## config.mk

```make
export PLATFORM = sky130hd
export DESIGN_NAME = reliable_ack_window_tracker_unit
export DESIGN_NICKNAME = d
export VERILOG_FILES = /design/src/rawt_pkg.sv /design/src/rawt_front.sv /design/src/rawt_back.sv /design/src/reliable_ack_window_tracker_unit.sv
export SDC_FILE = /design/constraint.sdc
export NUM_CORES = 2
export LEC_CHECK = 0
export ABC_AREA = 1
export BUFFER_PORTS_ARGS = -buffer_cell sky130_fd_sc_hd__buf_2
export CAP_MARGIN = 30
export CORE_MARGIN = 2
export CORE_UTILIZATION = 46
export CTS_CLUSTER_SIZE = 30
export DETAILED_ROUTE_END_ITERATION = 8
export PLACE_DENSITY_LB_ADDON = 0.25
export SLEW_MARGIN = 20
export SYNTH_ARGS = -nofsm -noshare
export SYNTH_HDL_FRONTEND = slang
export SYNTH_SLANG_ARGS = --single-unit
```

## constraint.sdc

```tcl
create_clock -name i_clk -period 11.95 [get_ports i_clk]
set_clock_uncertainty 0.2 [all_clocks]
set_input_delay 1.195 -clock i_clk [delete_from_list [all_inputs] [get_ports i_clk]]
set_output_delay 1.195 -clock i_clk [all_outputs]
set_load 0.02 [all_outputs]
```

## src/rawt_pkg.sv

```systemverilog
// Package for the reliable ack window tracker: payload structs, event codes
// and shared constants. No dependencies.
package rawt_pkg;

    localparam int unsigned DEF_PENDING_DEPTH = 32;
    localparam logic [31:0] DEF_TIMEOUT = 32'd100;
    localparam logic [16:0] HALF_RANGE = 17'd32768;
    localparam int unsigned WINDOW_BITS = 32;
    localparam int unsigned MAX_RESULTS = 32;

    typedef enum logic [1:0] {
        FUNC_SEND = 2'd0,
        FUNC_RECV = 2'd1,
        FUNC_TICK = 2'd2,
        FUNC_NONE = 2'd3
    } t_func;

    typedef enum logic [1:0] {
        KIND_SEND   = 2'd0,
        KIND_RECV   = 2'd1,
        KIND_RESEND = 2'd2,
        KIND_IDLE   = 2'd3
    } t_kind;

    typedef struct packed {
        logic [1:0]  func;
        logic [15:0] seq_in;
        logic [15:0] ack_in;
        logic [31:0] ack_bits_in;
        logic [31:0] now_time;
    } t_in_word;

    typedef struct packed {
        logic [1:0]  kind;
        logic [15:0] seq_out;
        logic [15:0] ack_out;
        logic [31:0] ack_bits_out;
        logic [4:0]  slot;
        logic        deliver;
        logic        table_full;
        logic [5:0]  freed_count;
        logic        last;
    } t_out_word;

    // Classified event handed from the front part to the back part.
    typedef struct packed {
        t_func       func;
        logic        do_acks;
        logic [15:0] seq;
        logic [15:0] ack_in;
        logic [31:0] ack_bits_in;
        logic [31:0] now_time;
        logic [15:0] remote_seq;
        logic [31:0] recv_window;
    } t_cmd;

    typedef enum logic [1:0] {
        ST_IDLE = 2'd0,
        ST_SCAN = 2'd1,
        ST_EMIT = 2'd2
    } t_state;

    // True when a is newer than b under 16-bit wraparound.
    function automatic logic seq_newer(input logic [15:0] a, input logic [15:0] b);
        logic [16:0] x;
        logic [16:0] y;
        x = {1'b0, a};
        y = {1'b0, b};
        return ((x > y) && ((x - y) <= HALF_RANGE)) ||
               ((x < y) && ((y - x) > HALF_RANGE));
    endfunction

endpackage

```

## src/rawt_front.sv

```systemverilog
// Front part of the tracker: accepts events, owns next_seq and the receive
// window, and classifies each event into a command. Depends on rawt_pkg.
module rawt_front import rawt_pkg::*; (
    input  logic     i_clk,
    input  logic     i_rst_n,
    input  logic     i_push,
    output logic     o_full,
    input  t_in_word i_word,
    output logic     o_cmd_valid,
    input  logic     i_cmd_ready,
    output t_cmd     o_cmd
);

    logic [15:0] r_next_seq, n_next_seq;
    logic [15:0] r_remote_seq, n_remote_seq;
    logic [31:0] r_recv_window, n_recv_window;
    logic        r_valid;
    t_cmd        r_cmd, n_cmd;
    logic        accept;

    assign o_full      = r_valid && !i_cmd_ready;
    assign accept      = i_push && !o_full;
    assign o_cmd_valid = r_valid;
    assign o_cmd       = r_cmd;

    always_comb begin
        logic [15:0] d;
        logic [31:0] bitm;
        n_next_seq    = r_next_seq;
        n_remote_seq  = r_remote_seq;
        n_recv_window = r_recv_window;
        n_cmd.func        = t_func'(i_word.func);
        n_cmd.do_acks     = 1'b0;
        n_cmd.seq         = r_next_seq;
        n_cmd.ack_in      = i_word.ack_in;
        n_cmd.ack_bits_in = i_word.ack_bits_in;
        n_cmd.now_time    = i_word.now_time;
        d    = 16'd0;
        bitm = 32'd0;
        case (t_func'(i_word.func))
            FUNC_SEND: begin
                n_next_seq = r_next_seq + 16'd1;
            end
            FUNC_RECV: begin
                if (seq_newer(i_word.seq_in, r_remote_seq)) begin
                    d = i_word.seq_in - r_remote_seq;
                    if (d > 16'(WINDOW_BITS)) begin
                        n_recv_window = 32'd0;
                    end else if (d == 16'(WINDOW_BITS)) begin
                        n_recv_window = 32'h8000_0000;
                    end else begin
                        n_recv_window = (r_recv_window << d[4:0]) |
                                        (32'd1 << (d[4:0] - 5'd1));
                    end
                    n_remote_seq  = i_word.seq_in;
                    n_cmd.do_acks = 1'b1;
                end else begin
                    d = r_remote_seq - i_word.seq_in;
                    if (d != 16'd0 && d <= 16'(WINDOW_BITS)) begin
                        bitm = 32'd1 << (d[5:0] - 6'd1);
                        if ((r_recv_window & bitm) == 32'd0) begin
                            n_recv_window = r_recv_window | bitm;
                            n_cmd.do_acks = 1'b1;
                        end
                    end
                end
            end
            default: begin
            end
        endcase
        // Send reports values before the event, receive reports values after.
        if (t_func'(i_word.func) == FUNC_SEND) begin
            n_cmd.remote_seq  = r_remote_seq;
            n_cmd.recv_window = r_recv_window;
        end else begin
            n_cmd.remote_seq  = n_remote_seq;
            n_cmd.recv_window = n_recv_window;
        end
    end

    always_ff @(posedge i_clk) begin
        if (!i_rst_n) begin
            r_next_seq    <= '0;
            r_remote_seq  <= '0;
            r_recv_window <= '0;
            r_valid       <= 1'b0;
        end else begin
            if (accept && t_func'(i_word.func) != FUNC_NONE) begin
                r_valid       <= 1'b1;
                r_next_seq    <= n_next_seq;
                r_remote_seq  <= n_remote_seq;
                r_recv_window <= n_recv_window;
            end else if (i_cmd_ready) begin
                r_valid <= 1'b0;
            end
        end
    end

    always_ff @(posedge i_clk) begin
        if (accept) begin
            r_cmd <= n_cmd;
        end
    end

endmodule

```

## src/rawt_back.sv

```systemverilog
// Back part of the tracker: holds the pending table and scans it for acks, free
// slots and timeouts, one entry per cycle while not stalled. Depends on rawt_pkg.
module rawt_back import rawt_pkg::*; #(
    parameter int unsigned PENDING_DEPTH = DEF_PENDING_DEPTH
) (
    input  logic        i_clk,
    input  logic        i_rst_n,
    input  logic        i_cmd_valid,
    output logic        o_cmd_ready,
    input  t_cmd        i_cmd,
    input  logic [31:0] i_timeout,
    output logic        o_res_valid,
    input  logic        i_res_ready,
    output t_out_word   o_res
);

    localparam int unsigned IW = (PENDING_DEPTH > 1) ? $clog2(PENDING_DEPTH) : 1;
    localparam int unsigned CW = $clog2(PENDING_DEPTH + 1);

    logic [15:0] m_seq  [PENDING_DEPTH];
    logic [31:0] m_time [PENDING_DEPTH];
    logic [7:0]  m_rsnd [PENDING_DEPTH];
    logic [PENDING_DEPTH-1:0] r_pvalid;

    t_state      r_state, n_state;
    t_cmd        r_cmd;
    logic [CW-1:0] r_idx;
    logic [5:0]  r_count;      // results emitted or entries freed
    logic        r_found;
    logic [IW-1:0] r_free;
    logic        r_res_valid;
    t_out_word   r_res;
    // A retransmit word is held back until the scan shows whether it is the last.
    t_out_word   r_hold;
    logic        r_have_hold;

    logic [IW-1:0] idx;
    logic          ent_valid;
    logic [15:0]   ent_seq;
    logic [31:0]   ent_time;
    logic [7:0]    ent_rsnd;
    logic          hit;
    logic          due;
    logic [15:0]   dd;
    logic          scan_done;
    logic          out_free;
    logic          stall;
    logic          take;
    logic          res_set;

    assign idx       = r_idx[IW-1:0];
    assign ent_valid = r_pvalid[idx];
    assign ent_seq   = m_seq[idx];
    assign ent_time  = m_time[idx];
    assign ent_rsnd  = m_rsnd[idx];
    assign dd        = r_cmd.ack_in - ent_seq - 16'd1;
    assign hit = ent_valid && ((ent_seq == r_cmd.ack_in) ||
                 (seq_newer(r_cmd.ack_in, ent_seq) && dd < 16'(WINDOW_BITS) &&
                  r_cmd.ack_bits_in[dd[4:0]]));
    assign due = ent_valid && ((r_cmd.now_time - ent_time) >= i_timeout) &&
                 (r_count < 6'(MAX_RESULTS));
    assign scan_done   = (r_idx == CW'(PENDING_DEPTH - 1));
    assign out_free    = !r_res_valid || i_res_ready;
    assign stall       = due && r_have_hold && !out_free;
    assign take        = (r_state == ST_SCAN) && (r_cmd.func == FUNC_TICK) && due && !stall;
    assign res_set     = (take && r_have_hold) || (r_state == ST_EMIT && out_free);
    assign o_cmd_ready = (r_state == ST_IDLE);
    assign o_res_valid = r_res_valid;
    assign o_res       = r_res;

    always_comb begin
        n_state = r_state;
        case (r_state)
            ST_IDLE: if (i_cmd_valid) n_state = ST_SCAN;
            ST_SCAN: begin
                if (r_cmd.func == FUNC_TICK) begin
                    if (!stall && scan_done) n_state = ST_EMIT;
                end else if (r_cmd.func == FUNC_SEND) begin
                    if (!r_found && ent_valid == 1'b0) n_state = ST_EMIT;
                    else if (scan_done) n_state = ST_EMIT;
                end else begin
                    if (!r_cmd.do_acks || scan_done) n_state = ST_EMIT;
                end
            end
            ST_EMIT: if (out_free) n_state = ST_IDLE;
            default: n_state = ST_IDLE;
        endcase
    end

    always_ff @(posedge i_clk) begin
        if (!i_rst_n) begin
            r_state     <= ST_IDLE;
            r_pvalid    <= '0;
            r_res_valid <= 1'b0;
            r_idx       <= '0;
            r_count     <= '0;
            r_found     <= 1'b0;
            r_have_hold <= 1'b0;
        end else begin
            r_state <= n_state;
            if (res_set) begin
                r_res_valid <= 1'b1;
            end else if (i_res_ready) begin
                r_res_valid <= 1'b0;
            end
            case (r_state)
                ST_IDLE: begin
                    r_idx       <= '0;
                    r_count     <= '0;
                    r_found     <= 1'b0;
                    r_have_hold <= 1'b0;
                end
                ST_SCAN: begin
                    if (r_cmd.func == FUNC_TICK) begin
                        if (take) begin
                            r_have_hold <= 1'b1;
                            r_count     <= r_count + 6'd1;
                        end
                        if (!stall) r_idx <= r_idx + CW'(1);
                    end else if (r_cmd.func == FUNC_SEND) begin
                        if (!ent_valid && !r_found) begin
                            r_found <= 1'b1;
                        end else begin
                            r_idx <= r_idx + CW'(1);
                        end
                    end else begin
                        if (r_cmd.do_acks && hit) begin
                            r_pvalid[idx] <= 1'b0;
                            if (r_count != 6'd63) r_count <= r_count + 6'd1;
                        end
                        r_idx <= r_idx + CW'(1);
                    end
                end
                ST_EMIT: begin
                    if (out_free && r_cmd.func == FUNC_SEND && r_found) begin
                        r_pvalid[r_free] <= 1'b1;
                    end
                end
                default: begin
                end
            endcase
        end
    end

    // Payload and table contents.
    always_ff @(posedge i_clk) begin
        if (r_state == ST_IDLE && i_cmd_valid) r_cmd <= i_cmd;
        if (r_state == ST_SCAN && r_cmd.func == FUNC_SEND && !ent_valid && !r_found) begin
            r_free <= idx;
        end
        if (take) begin
            m_time[idx] <= r_cmd.now_time;
            if (ent_rsnd != 8'hFF) m_rsnd[idx] <= ent_rsnd + 8'd1;
            r_hold <= '{kind: KIND_RESEND, seq_out: ent_seq, ack_out: 16'd0,
                        ack_bits_out: 32'd0, slot: 5'(idx), deliver: 1'b0,
                        table_full: 1'b0, freed_count: 6'd0, last: 1'b0};
            if (r_have_hold) r_res <= r_hold;
        end
        if (r_state == ST_EMIT && out_free) begin
            case (r_cmd.func)
                FUNC_SEND: begin
                    if (r_found) begin
                        m_seq[r_free]  <= r_cmd.seq;
                        m_time[r_free] <= r_cmd.now_time;
                        m_rsnd[r_free] <= 8'd0;
                    end
                    r_res <= '{kind: KIND_SEND, seq_out: r_cmd.seq,
                               ack_out: r_cmd.remote_seq,
                               ack_bits_out: r_cmd.recv_window,
                               slot: r_found ? 5'(r_free) : 5'd0, deliver: 1'b0,
                               table_full: !r_found, freed_count: 6'd0, last: 1'b1};
                end
                FUNC_RECV: begin
                    r_res <= '{kind: KIND_RECV, seq_out: 16'd0,
                               ack_out: r_cmd.remote_seq,
                               ack_bits_out: r_cmd.recv_window, slot: 5'd0,
                               deliver: r_cmd.do_acks, table_full: 1'b0,
                               freed_count: r_count, last: 1'b1};
                end
                FUNC_TICK: begin
                    // The held retransmit is the final word of this tick.
                    if (r_have_hold) begin
                        r_res <= '{kind: KIND_RESEND, seq_out: r_hold.seq_out,
                                   ack_out: 16'd0, ack_bits_out: 32'd0,
                                   slot: r_hold.slot, deliver: 1'b0,
                                   table_full: 1'b0, freed_count: 6'd0, last: 1'b1};
                    end else begin
                        r_res <= '{kind: KIND_IDLE, seq_out: 16'd0, ack_out: 16'd0,
                                   ack_bits_out: 32'd0, slot: 5'd0, deliver: 1'b0,
                                   table_full: 1'b0, freed_count: 6'd0, last: 1'b1};
                    end
                end
                default: begin
                    r_res <= '{kind: KIND_IDLE, seq_out: 16'd0, ack_out: 16'd0,
                               ack_bits_out: 32'd0, slot: 5'd0, deliver: 1'b0,
                               table_full: 1'b0, freed_count: 6'd0, last: 1'b1};
                end
            endcase
        end
    end

`ifndef SYNTHESIS
    a_cmd_only_idle: assert property (@(posedge i_clk) disable iff (!i_rst_n)
        o_cmd_ready |-> r_state == ST_IDLE)
        else $error("command taken outside idle");
    a_count_bound: assert property (@(posedge i_clk) disable iff (!i_rst_n)
        r_cmd.func == FUNC_TICK |-> r_count <= 6'(MAX_RESULTS))
        else $error("too many retransmits");
    a_res_hold: assert property (@(posedge i_clk) disable iff (!i_rst_n)
        r_res_valid && !i_res_ready |=> r_res_valid && $stable(r_res))
        else $error("result dropped while stalled");
`endif

endmodule

```

## src/reliable_ack_window_tracker_unit.sv

```systemverilog
// Reliable ack window tracker: sequence numbering, receive window and a
// pending table with ack release and retransmit timing.
// One event at a time is scanned; the front part holds at most one further command until
// the back part returns to idle, and a tick's scan waits while the result side stalls.
// Reset (synchronous, active low) clears counters, window, valid bits, timeout=100.
module reliable_ack_window_tracker_unit import rawt_pkg::*; #(
    parameter int unsigned PENDING_DEPTH = DEF_PENDING_DEPTH
) (
    input  logic        i_clk,
    input  logic        i_rst_n,
    input  logic        push,
    output logic        full,
    input  t_in_word    i_word,
    output logic        empty,
    input  logic        pop,
    output t_out_word   o_word,
    input  logic        i_cfg_valid,
    output logic        o_cfg_ready,
    input  logic [31:0] i_cfg_data
);

    // The front part keeps sequence and window state, so the back part only
    // sees classified commands through a one-word holding register.
    logic        cmd_valid;
    logic        cmd_ready;
    t_cmd        cmd;
    logic [31:0] r_timeout;

    assign o_cfg_ready = 1'b1;

    always_ff @(posedge i_clk) begin
        if (!i_rst_n) begin
            r_timeout <= DEF_TIMEOUT;
        end else if (i_cfg_valid) begin
            r_timeout <= i_cfg_data;
        end
    end

    rawt_front u_front (
        .i_clk       (i_clk),
        .i_rst_n     (i_rst_n),
        .i_push      (push),
        .o_full      (full),
        .i_word      (i_word),
        .o_cmd_valid (cmd_valid),
        .i_cmd_ready (cmd_ready),
        .o_cmd       (cmd)
    );

    logic res_valid;
    assign empty = !res_valid;

    rawt_back #(.PENDING_DEPTH(PENDING_DEPTH)) u_back (
        .i_clk       (i_clk),
        .i_rst_n     (i_rst_n),
        .i_cmd_valid (cmd_valid),
        .o_cmd_ready (cmd_ready),
        .i_cmd       (cmd),
        .i_timeout   (r_timeout),
        .o_res_valid (res_valid),
        .i_res_ready (pop),
        .o_res       (o_word)
    );

endmodule
```

# Word-level counts from Yosys, hierarchy flattened
# Memory sizes are Yosys's and may differ from the RTL's. A register that Yosys moved wholly into a read port is not among the register bits.
# Index checks and enable logic that the tools add are counted.
[totals]
ff_bits = 546
mem_bits_rw = 1536
in_bits = 135
out_inout_bits = 83
word_cells = 254
memories = 2
[op_classes]
addsub = 14
n_lt_le_gt_ge = 18
n_eq_ne = 29
shift = 3
n_mux = 75
bitwise = 7
n_reduce_logical = 66
[memory_table]
columns = ["memory", "words", "word_bits", "rd", "rd_clocked_by_memory_dff", "write_ports", "line_no", "source"]
rows = [
  ["u_back.m_time", 32, 32, 1, 1, 1, "rawt_back.sv:21", "logic [31:0] m_time [PENDING_DEPTH];"],
  ["u_back.m_seq", 32, 16, 1, 1, 1, "rawt_back.sv:20", "logic [15:0] m_seq [PENDING_DEPTH];"],
]
[ops]
columns = ["cell", "count"]
rows = [
  ["$mux W32", 11],
  ["$mux W80", 3],
  ["$pmux W80 S3", 1],
  ["$or A32 B32 Y32", 3],
  ["$mux W79", 1],
  ["$sub A16 B16 Y17", 4],
  ["$and A32 B32 Y32", 2],
  ["$pmux W32 S2", 1],
  ["$mux W6", 9],
  ["$mux W48", 1],
  ["$sub A16 B16 Y16", 3],
  ["$gt A17 B16 Y1 const B", 2],
  ["$le A17 B16 Y1 const B", 2],
  ["$ge A32 B32 Y1", 1],
  ["$gt A16 B16 Y1", 2],
  ["$logic_and A1 B1 Y1", 32],
  ["$logic_not A32 Y1", 1],
  ["$lt A16 B16 Y1", 2],
  ["$mux W16", 2],
  ["$not A32 Y32", 1],
  ["$reduce_or A32 Y1", 1],
  ["$shl A1 B5 Y32 const A", 1],
  ["$shl A1 B6 Y32 const A", 1],
  ["$shl A32 B5 Y32", 1],
  ["44 further kinds", 124],
]

# Logic depth before layout (Yosys ltp)
[depth]
ltp_word = 13
mapped_depth = 37
ltp_nobuf = 34

# Hierarchy
# Synthesis repeated with hierarchy kept, for this count alone.
[hier_totals]
hier_cells = 8371
area_unflattened_um2 = 91474.0
[by_module_without_submodules]
columns = ["module", "n_inst", "cells_each", "area_per_inst_um2", "seq_area_each_um2"]
rows = [
  ["rawt_back", 1, 6237, 76535.9, 54802.6],
  ["rawt_front", 1, 1934, 13584.3, 5715.5],
  ["reliable_ack_window_tracker_unit", 1, 200, 1353.8, 640.6],
]

# Worst setup path before layout
# OpenSTA, ideal clock, no wires.
[synth_path]
path_kind = "register to register"
start = "register (tool-made name)"
end = "register u_back.r_res (netlist bit u_back.o_res[0]) (enable)"
setup_ns = 0.631
arrival_ns = 10.696
required_time_ns = 11.119
path_slack_ns = 0.424
stages_incl_launch_ff = 32
synth_period_minus_slack_ns = 11.526
cell_sequence = "dfxtp_1 -> buf_2 -> clkbuf_1 -> clkbuf_1 -> clkbuf_1 -> clkbuf_1 -> o21ai_0 -> o221ai_1 -> nand3_1 -> a32oi_1 -> ha_1 -> inv_1 -> fa_1 -> nand3_1 -> nand2_1 -> nand2_1 -> o211ai_1 -> nand2_1 -> nand2_1 -> nand3_1 -> o211ai_1 -> nand3_1 -> o21ai_0 -> a21boi_0 -> o21ai_0 -> xor2_1 -> ha_1 -> nand4_1 -> o221a_2 -> nand2_1 -> nand3_1 -> o21ai_0"
[synth_lines]
columns = ["element", "line_no", "source"]
rows = [
  ["end signal, assigned", "rawt_back.sv:157", "if (r_have_hold) r_res <= r_hold;"],
  ["end signal, assigned", "rawt_back.sv:167", "r_res <= '{kind: KIND_SEND, seq_out: r_cmd.seq,"],
  ["end signal, assigned", "rawt_back.sv:174", "r_res <= '{kind: KIND_RECV, seq_out: 16'd0,"],
  ["end, declared", "rawt_back.sv:32", "t_out_word r_res;"],
]

==> impl_metrics.csv <==
group,metric,value,unit
worst_setup_path,cp_num_buf_inv,4,
worst_setup_path,path_class,"register to register",
timing,fmax,99.8,MHz
yosys,ys_top_cells_by_count,"edfxtp_1, nor2_1, o21ai_0",
timing,final_max_slew_viol_count,0,
grt,overflow,0,
yosys,synthesis.area,90000,um^2
finish,stdcell_count,10800,
cts,clk_pin_slew_worst_paths,0.06,ns
finish,syn2layout_area_growth,12.9,%
cts,postCtsHoldBufs,0,
yosys,yosysUniqueCellTypes,66,
timing,setup_viol,0,
yosys,synth_top_cell_by_area,"edfxtp_1",
worst_setup_path,ff2ff_setup_slack,1.93,ns
grt,grt_usage,26.2,%
grt,antenna_found_initial,8,
timing,period_share,83.8,%
drt,vias,64300,
grt,grt_pass1_wl,393,mm
yosys,synthCells,7943,
grt,grt_max_degree,207,
cts,clock_sinks,2087,
worst_setup_path,cp_slowest_cell,"nor2_4",
outcome,status,"complete, no violations",
cts,post_cts_buffers,0,
drt,drt_iter0_drc,8340,
yosys,synth.most_common_cell,"edfxtp_1",
grt,first_global_vias,60800,
worst_setup_path,timing.critical_path.mode_cell,"nand2_1",
die,dieArea,199000,um^2
drt,routedWlPerCell,24.7,um
die,io_pins,218,
cts,cts_tree,"built",
timing,slew_headroom,25.8,%
yosys,yosys_warnings,0,
timing,period_minus_slack,10.02,ns
pwr,powerDensity,177,nW/um^2
cts,cts_max_path_buffers,3,
placed_design,place_area,94600,um^2
timing,hold_viol,0,
cts,cts_resized,0,
cts,clockRootBuffer,"clkbuf_16",
timing,tightestPinTransition,1.11,ns
hold_path,holdCritPathClass,"register to register",
worst_setup_path,cp-end-kind,"register",
drt,finalWirelength,267,mm
hold_path,hp-start,"u_front.o_cmd[58]",
die,fp.dieH,446,um
timing,fin_hold_ws,0.180,ns
drt,drt_pass1_iterations,6,
cts,clock_latency,0.90,ns
drt,drc_errors,0,
yosys,synth-main-ff-cell,"edfxtp_1",
job,cap_viol_max_count,0,
cts,cts-buffers-inserted,209,
drt,ant_nets,0,
worst_setup_path,arrival,10.38,ns
yosys,synth.area.top_cells,"edfxtp_1, o21ai_0, nor2_1",
timing,grt_setup_unrepaired,"false",
hold_path,min_to,"u_back.r_cmd[58]",
die,core_area,195000,um^2
die,start_util,46.2,%
worst_setup_path,path_depth,30,
worst_setup_path,r2r_cells,30,
die,num_rows,162,
cts,htree_levels,4,
worst_setup_path,cp_top_family,"simple AND/OR/NAND/NOR gates",
finish,drive_gt1_share,10.1,%
placed_design,gp_congestion,0.943,
finish,final_nets,8370,
placed_design,dp_hpwl,164,mm
yosys,synth-edff-count,1936,
pwr,ir_drop,0.134,mV
timing,tns,0,ns
yosys,synth_area_per_cell,11.3,um^2
yosys,ys_seq_area_share,68.0,%
yosys,synth_nets,8218,
worst_setup_path,cpPeakStageDelay,1.02,ns
placed_design,place_inst,10400,
worst_setup_path,crit_fanout,166,
yosys,synthArstFlopShare,0,%
worst_setup_path,critPathLaunchType,"register",
placed_design,io_buffers,216,
pwr,power.leakage,35.8,nW
die,die_w,446,um
worst_setup_path,r2r_end,"u_back.m_time[21][19]",
hold_path,worst_hold_path.num_cells,0,
yosys,netlist.area_leader.share,64.6,%
yosys,synth-seq-cells,2087,
finish,final_area,102000,um^2
drt,vias_per_cell,5.95,
worst_setup_path,crit_required,12.31,ns
sequential cells by signal, summed over array words and instances (netlist names), 5 cells and up, named ones only:
signal and count:
u_front.r_remote_seq 16, u_back.r_pvalid 32, r_timeout 32, u_back.r_free 5, u_back.r_cmd 147, u_front.r_next_seq 16, u_back.o_res 80, u_back.r_hold 21
u_back.r_count 6, u_back.r_idx 6, u_back.m_seq 512, u_front.r_recv_window 32, u_front.o_cmd 147, u_back.m_time 1024
metal layers:
layer  global-route usage [%]  up-vias  share of wire, %
met5                        0        -            0.0060
met4                     7.11        4               2.5
met3                     4.57      405               9.2
met2                     41.6     3193                46
met1                     37.3    31800                42
li1                         -    28900                 -
placed cells by master (no fill, tap or decap), types with 9 or more instances in the layout:
cell type and instances:
edfxtp_1 1936, buf_2 218, a32o_1 24, inv_1 493, a31oi_1 29, clkbuf_16 210, clkinvlp_4 12, nor3_1 39
o22ai_1 108, a21oi_2 19, inv_2 15, buf_4 155, nand3_1 336, a21oi_1 324, nor2_4 35, nor2_1 1211
xor2_1 49, buf_16 9, nand2_1 916, mux2i_1 22, clkbuf_1 39, dfxtp_1 146, o21ai_1 63, nor2_2 11
buf_12 18, a21o_1 11, o221ai_1 299, xnor2_1 10, clkinv_2 27, clkinv_1 49, ha_1 136, o211ai_1 23
nor3_2 10, nand4_1 34, o21ai_0 1066, bufinv_16 21
metrics by stage:
stage | total power, mW | setup WS, ns | util (%)
after floorplan | 10.5 | 0.424 | -
after global placement | 11.4 | 2.11 | 48.4
after detailed placement | 11.5 | 2.12 | 48.6
after CTS | 18.0 | 2.08 | 52.2
after global routing | 18.7 | 1.31 | 52.2
final | 18.0 | 1.93 | 52.2
area by class of cell:
cell class	count	area (um^2)
Timing Repair Buffer	408	2970
Tap cell	2542	3180
Inverter	515	1960
Multi-Input combinational cell	4874	25400
Sequential cell	2087	61200
Clock inverter	129	1430
Antenna cell	3	7.51
Clock buffer	256	5500
Fill cell	16800	93000
logic make-up after synthesis:
| kind of cell | synth area share (%) |
|---|---|
| muxes | 0.245 |
| adders and majority gates | 1.98 |
| and+or+nand+nor | 11.7 |
| other | 0.00417 |
| AOI/OAI and AO/OA | 13.3 |
| DFF | 68.0 |
| buffers and inverters | 4.18 |
| xor gates and xnor gates | 0.641 |
power breakdown:
part           total (mW)  internal, mW  leakage (nW)  switching (mW)
Clock                6.61          3.74          3.33            2.87
Sequential           8.32          8.23          18.9          0.0917
Combinational        3.06         0.838          13.6            2.22
Total                18.0          12.8          35.8            5.18
worst max-delay path by stage:
stage / from / slack (ns) / endpoint
2_1_floorplan: register / 0.42 / u_back.o_res[0]
3_3_place_gp: register / 2.11 / u_back.m_time[18][0]
3_5_place_dp: register / 2.12 / u_back.m_time[20][6]
4_1_cts: register / 2.08 / u_back.m_time[20][1]
5_1_grt: register / 1.31 / u_back.m_time[21][19]
6_report: register / 1.93 / u_back.m_time[21][19]
(Power assumes the default switching activity.)
